[config.mk]
export PLATFORM = sky130hd
export DESIGN_NAME = ordered_list_insert_remove
export DESIGN_NICKNAME = d
export VERILOG_FILES = /design/src/rtl/olir_pkg.sv /design/src/rtl/olir_cell.sv /design/src/rtl/ordered_list_insert_remove.sv
export SDC_FILE = /design/constraint.sdc
export NUM_CORES = 2
export LEC_CHECK = 0
export BUFFER_PORTS_ARGS = -buffer_cell sky130_fd_sc_hd__buf_2
export CAP_MARGIN = 0
export CORE_MARGIN = 1.5
export CORE_UTILIZATION = 45
export CTS_CLUSTER_DIAMETER = 50
export DETAILED_ROUTE_END_ITERATION = 8
export HOLD_SLACK_MARGIN = 0.05
export PLACE_DENSITY = 0.63
export SETUP_SLACK_MARGIN = 0.05
export SLEW_MARGIN = 20
export SYNTH_ARGS = -nofsm -noshare
export SYNTH_HDL_FRONTEND = slang
export SYNTH_SLANG_ARGS = --single-unit
[constraint.sdc]
create_clock -name clk -period 4.05 [get_ports clk]
set_clock_uncertainty 0.1 [all_clocks]
set_input_delay 0.2025 -clock clk [delete_from_list [all_inputs] [get_ports clk]]
set_output_delay 0.2025 -clock clk [all_outputs]
set_load 0.01 [all_outputs]
[src/rtl/olir_pkg.sv]
`timescale 1ns / 1ps
// shared types and constants for the ordered list block
// no dependencies

package olir_pkg;

    localparam int OP_W   = 2;
    localparam int POS_W  = 4;
    localparam int DATA_W = 32;
    localparam int ST_W   = 2;
    localparam int LEN_W  = 5;

    localparam int IN_TDATA_W  = 40;
    localparam int OUT_TDATA_W = 40;

    localparam logic [OP_W-1:0] OP_INSERT = 2'd0;
    localparam logic [OP_W-1:0] OP_REMOVE = 2'd1;
    localparam logic [OP_W-1:0] OP_READ   = 2'd2;
    localparam logic [OP_W-1:0] OP_CLEAR  = 2'd3;

    localparam logic [ST_W-1:0] ST_DONE  = 2'd0;
    localparam logic [ST_W-1:0] ST_RANGE = 2'd1;
    localparam logic [ST_W-1:0] ST_FULL  = 2'd2;

    typedef struct packed {
        logic                     ins;
        logic                     rem;
        logic                     clr;
        logic [POS_W-1:0]         pos;
        logic signed [DATA_W-1:0] value;
    } cell_ctl_t;

endpackage

[src/rtl/olir_cell.sv]
`timescale 1ns / 1ps
// one list slot: holds an entry and moves it to or from its neighbors
// depends on olir_pkg

module olir_cell #(
    parameter int IDX = 0
) (
    input  logic                              clk,
    input  logic                              rst_n,
    input  olir_pkg::cell_ctl_t               ctl,
    input  logic signed [olir_pkg::DATA_W-1:0] left_data,
    input  logic signed [olir_pkg::DATA_W-1:0] right_data,
    output logic signed [olir_pkg::DATA_W-1:0] data
);

    logic signed [olir_pkg::DATA_W-1:0] entry_reg;
    logic signed [olir_pkg::DATA_W-1:0] entry_next;
    logic                               at_pos;
    logic                               above_pos;

    assign at_pos    = (32'(IDX) == 32'(ctl.pos));
    assign above_pos = (32'(IDX) > 32'(ctl.pos));

    always_comb
    begin
        entry_next = entry_reg;
        if (ctl.clr)
        begin
            entry_next = '0;
        end
        else if (ctl.ins)
        begin
            if (at_pos)
            begin
                entry_next = ctl.value;
            end
            else if (above_pos)
            begin
                entry_next = left_data;
            end
        end
        else if (ctl.rem)
        begin
            if (at_pos || above_pos)
            begin
                entry_next = right_data;
            end
        end
    end

    always_ff @(posedge clk or negedge rst_n)
    begin
        if (!rst_n)
        begin
            entry_reg <= '0;
        end
        else
        begin
            entry_reg <= entry_next;
        end
    end

    assign data = entry_reg;

endmodule

[src/rtl/ordered_list_insert_remove.sv]
`timescale 1ns / 1ps
// ordered list with positional insert and remove over a chain of slot cells
// results sit in an output register; insert/remove shift slots >= pos at once
// throughput: one beat per cycle unless m_axis_tready stalls the output
// reset: all entries zero, length zero, no result pending
// depends on olir_pkg and olir_cell

module ordered_list_insert_remove #(
    parameter int CAPACITY = 16
) (
    input  logic                                clk,
    input  logic                                rst_n,
    input  logic                                s_axis_tvalid,
    output logic                                s_axis_tready,
    // operation[1:0], position[5:2], value[37:6], zero[39:38]
    input  logic [olir_pkg::IN_TDATA_W-1:0]     s_axis_tdata,
    output logic                                m_axis_tvalid,
    input  logic                                m_axis_tready,
    // status[1:0], read_value[33:2], length[38:34], is_full[39]
    output logic [olir_pkg::OUT_TDATA_W-1:0]    m_axis_tdata
);

    localparam int CW   = $clog2(CAPACITY + 1);
    localparam int CMPW = (CW > olir_pkg::POS_W) ? CW : olir_pkg::POS_W;
    localparam int RD_N = (CAPACITY < 16) ? CAPACITY : 16;

    logic [olir_pkg::OP_W-1:0]          op;
    logic [olir_pkg::POS_W-1:0]         pos;
    logic signed [olir_pkg::DATA_W-1:0] val;
    logic                               accept;

    logic [CW-1:0]                      count_reg;
    logic [CW-1:0]                      count_next;
    logic [CMPW-1:0]                    cnt_ext;
    logic [CMPW-1:0]                    pos_ext;
    logic                               list_full;

    logic [olir_pkg::ST_W-1:0]          status;
    logic signed [olir_pkg::DATA_W-1:0] rd;
    logic signed [olir_pkg::DATA_W-1:0] rd_sel;
    olir_pkg::cell_ctl_t                ctl;

    logic                               out_valid_reg;
    logic [olir_pkg::ST_W-1:0]          status_reg;
    logic signed [olir_pkg::DATA_W-1:0] rd_reg;
    logic [olir_pkg::LEN_W-1:0]         len_reg;
    logic                               full_reg;

    logic signed [olir_pkg::DATA_W-1:0] cell_data [CAPACITY];

    assign op  = s_axis_tdata[1:0];
    assign pos = s_axis_tdata[5:2];
    assign val = s_axis_tdata[37:6];

    assign s_axis_tready = !out_valid_reg || m_axis_tready;
    assign accept        = s_axis_tvalid && s_axis_tready;

    assign cnt_ext   = CMPW'(count_reg);
    assign pos_ext   = CMPW'(pos);
    assign list_full = (count_reg == CW'(CAPACITY));

    always_comb
    begin
        rd_sel = '0;
        for (int k = 0; k < RD_N; k++)
        begin
            if (pos == olir_pkg::POS_W'(k))
            begin
                rd_sel = cell_data[k];
            end
        end
    end

    always_comb
    begin
        status     = olir_pkg::ST_DONE;
        rd         = '0;
        count_next = count_reg;
        ctl.ins    = 1'b0;
        ctl.rem    = 1'b0;
        ctl.clr    = 1'b0;
        ctl.pos    = pos;
        ctl.value  = val;
        case (op)
            olir_pkg::OP_INSERT:
            begin
                if (list_full)
                begin
                    status = olir_pkg::ST_FULL;
                end
                else if (pos_ext > cnt_ext)
                begin
                    status = olir_pkg::ST_RANGE;
                end
                else
                begin
                    ctl.ins    = accept;
                    count_next = count_reg + CW'(1);
                end
            end
            olir_pkg::OP_REMOVE:
            begin
                if (pos_ext >= cnt_ext)
                begin
                    status = olir_pkg::ST_RANGE;
                end
                else
                begin
                    ctl.rem    = accept;
                    count_next = count_reg - CW'(1);
                end
            end
            olir_pkg::OP_READ:
            begin
                if (pos_ext >= cnt_ext)
                begin
                    status = olir_pkg::ST_RANGE;
                end
                else
                begin
                    rd = rd_sel;
                end
            end
            default:
            begin
                ctl.clr    = accept;
                count_next = '0;
            end
        endcase
    end

    genvar gi;
    generate
        for (gi = 0; gi < CAPACITY; gi++)
        begin : g_cell
            logic signed [olir_pkg::DATA_W-1:0] left_d;
            logic signed [olir_pkg::DATA_W-1:0] right_d;

            if (gi == 0)
            begin : g_first
                assign left_d = '0;
            end
            else
            begin : g_mid_l
                assign left_d = cell_data[gi-1];
            end

            if (gi == CAPACITY - 1)
            begin : g_last
                assign right_d = '0;
            end
            else
            begin : g_mid_r
                assign right_d = cell_data[gi+1];
            end

            olir_cell #(
                .IDX (gi)
            ) u_cell (
                .clk        (clk),
                .rst_n      (rst_n),
                .ctl        (ctl),
                .left_data  (left_d),
                .right_data (right_d),
                .data       (cell_data[gi])
            );
        end
    endgenerate

    always_ff @(posedge clk or negedge rst_n)
    begin
        if (!rst_n)
        begin
            count_reg     <= '0;
            out_valid_reg <= 1'b0;
        end
        else
        begin
            if (accept)
            begin
                count_reg     <= count_next;
                out_valid_reg <= 1'b1;
            end
            else if (m_axis_tready)
            begin
                out_valid_reg <= 1'b0;
            end
        end
    end

    always_ff @(posedge clk)
    begin
        if (accept)
        begin
            status_reg <= status;
            rd_reg     <= rd;
            len_reg    <= olir_pkg::LEN_W'(count_next);
            full_reg   <= (count_next == CW'(CAPACITY));
        end
    end

    assign m_axis_tvalid = out_valid_reg;
    assign m_axis_tdata  = {full_reg, len_reg, rd_reg, status_reg};

endmodule
==> metrics.cfg <==
[placement]
hpwl_mm=72.4
numPortBuffers=83
pre_cts_slack_ps=729
gp_congestion=0.915
dp.cells=4704
place_area_um2=36200

[global_route]
grt_usage_pct=29.0
grt_overflow_total=0
grt_pass1_wl_mm=179
grt_max_degree=116
antenna_found_initial=6
first_global_vias=28600

[cells_and_area]
final_net_count=3893
largest_register_ffs=512
drive_gt1_share_pct=21.2
seq_area_um2=14200
final_common_cell=nand2_1
fin_area_um2=39100
stdcell_count=4877
utilization_pct=51.5
fill_cells=6951
layout_common_cells=nand2_1 (710), a22oi_1 (548), dfrtp_1 (518), o21ai_0 (381), mux2_2 (327)
syn_to_final_growth_pct=13.6
multiInputGateArea_um2=18500

[setup_path]
crit_top_cell=o21ai_0
cp.depth=9
reg2regPathDepth=9
path_delay_family=compound AO/OA/AOI/OAI gates
cp.arrival_ps=3650
cp_max_fo=32
worst_setup_path_end_kind=register
cp-start-kind=register
crit_slowest_cell=a221oi_2
path_cells=inv_1 > ha_1 > and3_4 > a221oi_2 > o21ai_0 > nor2b_2 > buf_12 > o21ai_0 > a41oi_1
required_ps=4290
regToRegSetupSlack_ps=640
critPathMaxStageDelay_ps=580
r2r-start=cnt_ext[2]$_DFFE_PN0P_
path_class=reg -> reg
path_buf_inv=2
rr_endpoint=rd_reg[5]$_SDFFCE_PP0P_

[clock_network]
tritoncts=built
cts_setup_buffers=0
clkTransAtPathRegs_ps=60
h-tree-depth=3
worst_skew_pair.late_latency_ps=610
clock-sinks=558
cts_made_buffers=77
cts_root_buffer=clkbuf_16
cts_max_path_buffers=3

[run]
cap_violations=0

[timing]
timing.final.ws_setup_ps=642
post-route-period-util_pct=84.2
worst_pin_slew_ps=902
fmax_mhz=293
finalSetupViolCount=0
timing.final.crit_period_ps=3410
setup_tns_ps=0
relSlewSlack_pct=39.7
rsz0062_at_grt=no
slew_violations=0
hold_violations=0
hold_slack_ps=48.0

[logic_synthesis]
yosys.area_share.xor_xnor_pct=0
yosysUniqueCellTypes=80
synth_top_family_by_area=compound AO/OA/AOI/OAI gates
yosysWarnings=0
synthSimpleGateAreaFrac_pct=12.7
synth_mux_area_share_pct=11.9
synth_fp_nets=3933
synth_edf_count=40
ys_seq_elements=558
yosys.area.top_type=dfrtp_1
synth_fa_ha_area_share_pct=0.364
seq_area_frac_synth_pct=41.2
avgSynthCellArea_um2=8.87
synthCells=3879
netlist_top_cells_area=dfrtp_1 (38%), a22oi_1 (12%), mux2_2 (11%), nand2_1 (7.7%), o21ai_0 (5.5%)
synth_top_area_share_pct=37.7
synthArstFlopShare_pct=92.8
synth_compound_area_share_pct=28.3
synthFlopType=dfrtp_1
netlist_area_um2=34400

[drt]
firstDrtPassIters=7
ant_nets=0
wl_mm=114
routed_via_density=6.36
drc=0
vias=31000
post_drt_wl_per_cell_um=23.5
drt_iter0_drc=4212

[floorplan]
io_pins=86
die_w_um=279
row_count=101
core_um2=75800
start_util_pct=45.4
die_h_um=279
dieArea_um2=78100

[outcome]
outcome=finished clean

[power_and_ir_drop]
p_leak_nw=16.1
finalPower_mw=25.8
ir_drop_v=0.000312
power_density_nw_per_um2=661

[hold_path]
hp-class=in -> async

[routing by layer]
layer / share of wire [%] / vias to the layer above / GRT usage, %
met2: 43 / 1502 / 41.6
met1: 45 / 15100 / 43.5
li1: - / 14200 / -
met4: 2.2 / 2 / 8.43
met3: 9.4 / 183 / 6.12
met5: 0.010 / - / 0
[final cells by class]
class,count,share of cell area [%]
multi-input combinational,2908,47.4
sequential,558,36.2
timing repair buffer,278,6.52
clock buffer,104,5.61
tap,978,3.13
clock inverter,31,0.928
inverter,16,0.154
antenna,4,0.0256
[where the power goes]
group          switching [mW]  leakage [nW]  total (mW)  internal [mW]
clock network            2.68          1.22        6.87           4.19
logic                    3.96          8.11        8.02           4.06
registers                2.92          6.74        10.9           8.02
[Yosys cell counts, types with 6 or more instances]
master     instances
a2111oi_0         24
edfxtp_1          40
nor3_1            10
o21ai_0          381
or3_1             22
buf_1             19
nand3_1           10
dfrtp_1          518
buf_2            117
mux2i_1           40
a221oi_1          14
a21oi_1          179
a222oi_1           6
a31oi_1           34
o211ai_1          11
nand2b_1          12
buf_6             13
a22oi_1          548
a31o_2             6
a21o_1             6
buf_4             32
nand2_1          710
a41oi_1           21
nor2_1           284
a221o_1           22
nor2b_1            6
a211oi_1           6
clkbuf_1         216
mux2_2           327
ha_1              10
a21oi_2           82
a22o_1            29
inv_1             15
o31ai_1            7
o22ai_1           30
[worst max path at each step]
stage                      startpoint  slack [ps]                       to
2_1_floorplan  cnt_ext[2]$_DFFE_PN0P_        1170     len_reg[1]$_DFFE_PP_
3_3_place_gp          s_axis_tdata[4]         740  rd_reg[6]$_SDFFCE_PP0P_
3_5_place_dp   cnt_ext[2]$_DFFE_PN0P_         730  rd_reg[5]$_SDFFCE_PP0P_
4_1_cts        cnt_ext[2]$_DFFE_PN0P_         720  rd_reg[5]$_SDFFCE_PP0P_
5_1_grt        cnt_ext[2]$_DFFE_PN0P_         490  rd_reg[5]$_SDFFCE_PP0P_
6_report       cnt_ext[2]$_DFFE_PN0P_         640  rd_reg[5]$_SDFFCE_PP0P_
[kinds of logic after synthesis]
| logic type | Yosys count |
|---|---|
| AOI/OAI and AO/OA | 1444 |
| and+or+nand+nor | 1086 |
| adders and majority gates | 10 |
| buffers and inverters | 413 |
| muxes | 368 |
| DFF | 558 |
[repair_timing]
action	4_1_cts	5_1_grt
hold endpoints to repair	269	0
gates resized for setup	0	0
hold buffers	34	0
Note: power is estimated with default switching activity, not from simulation.
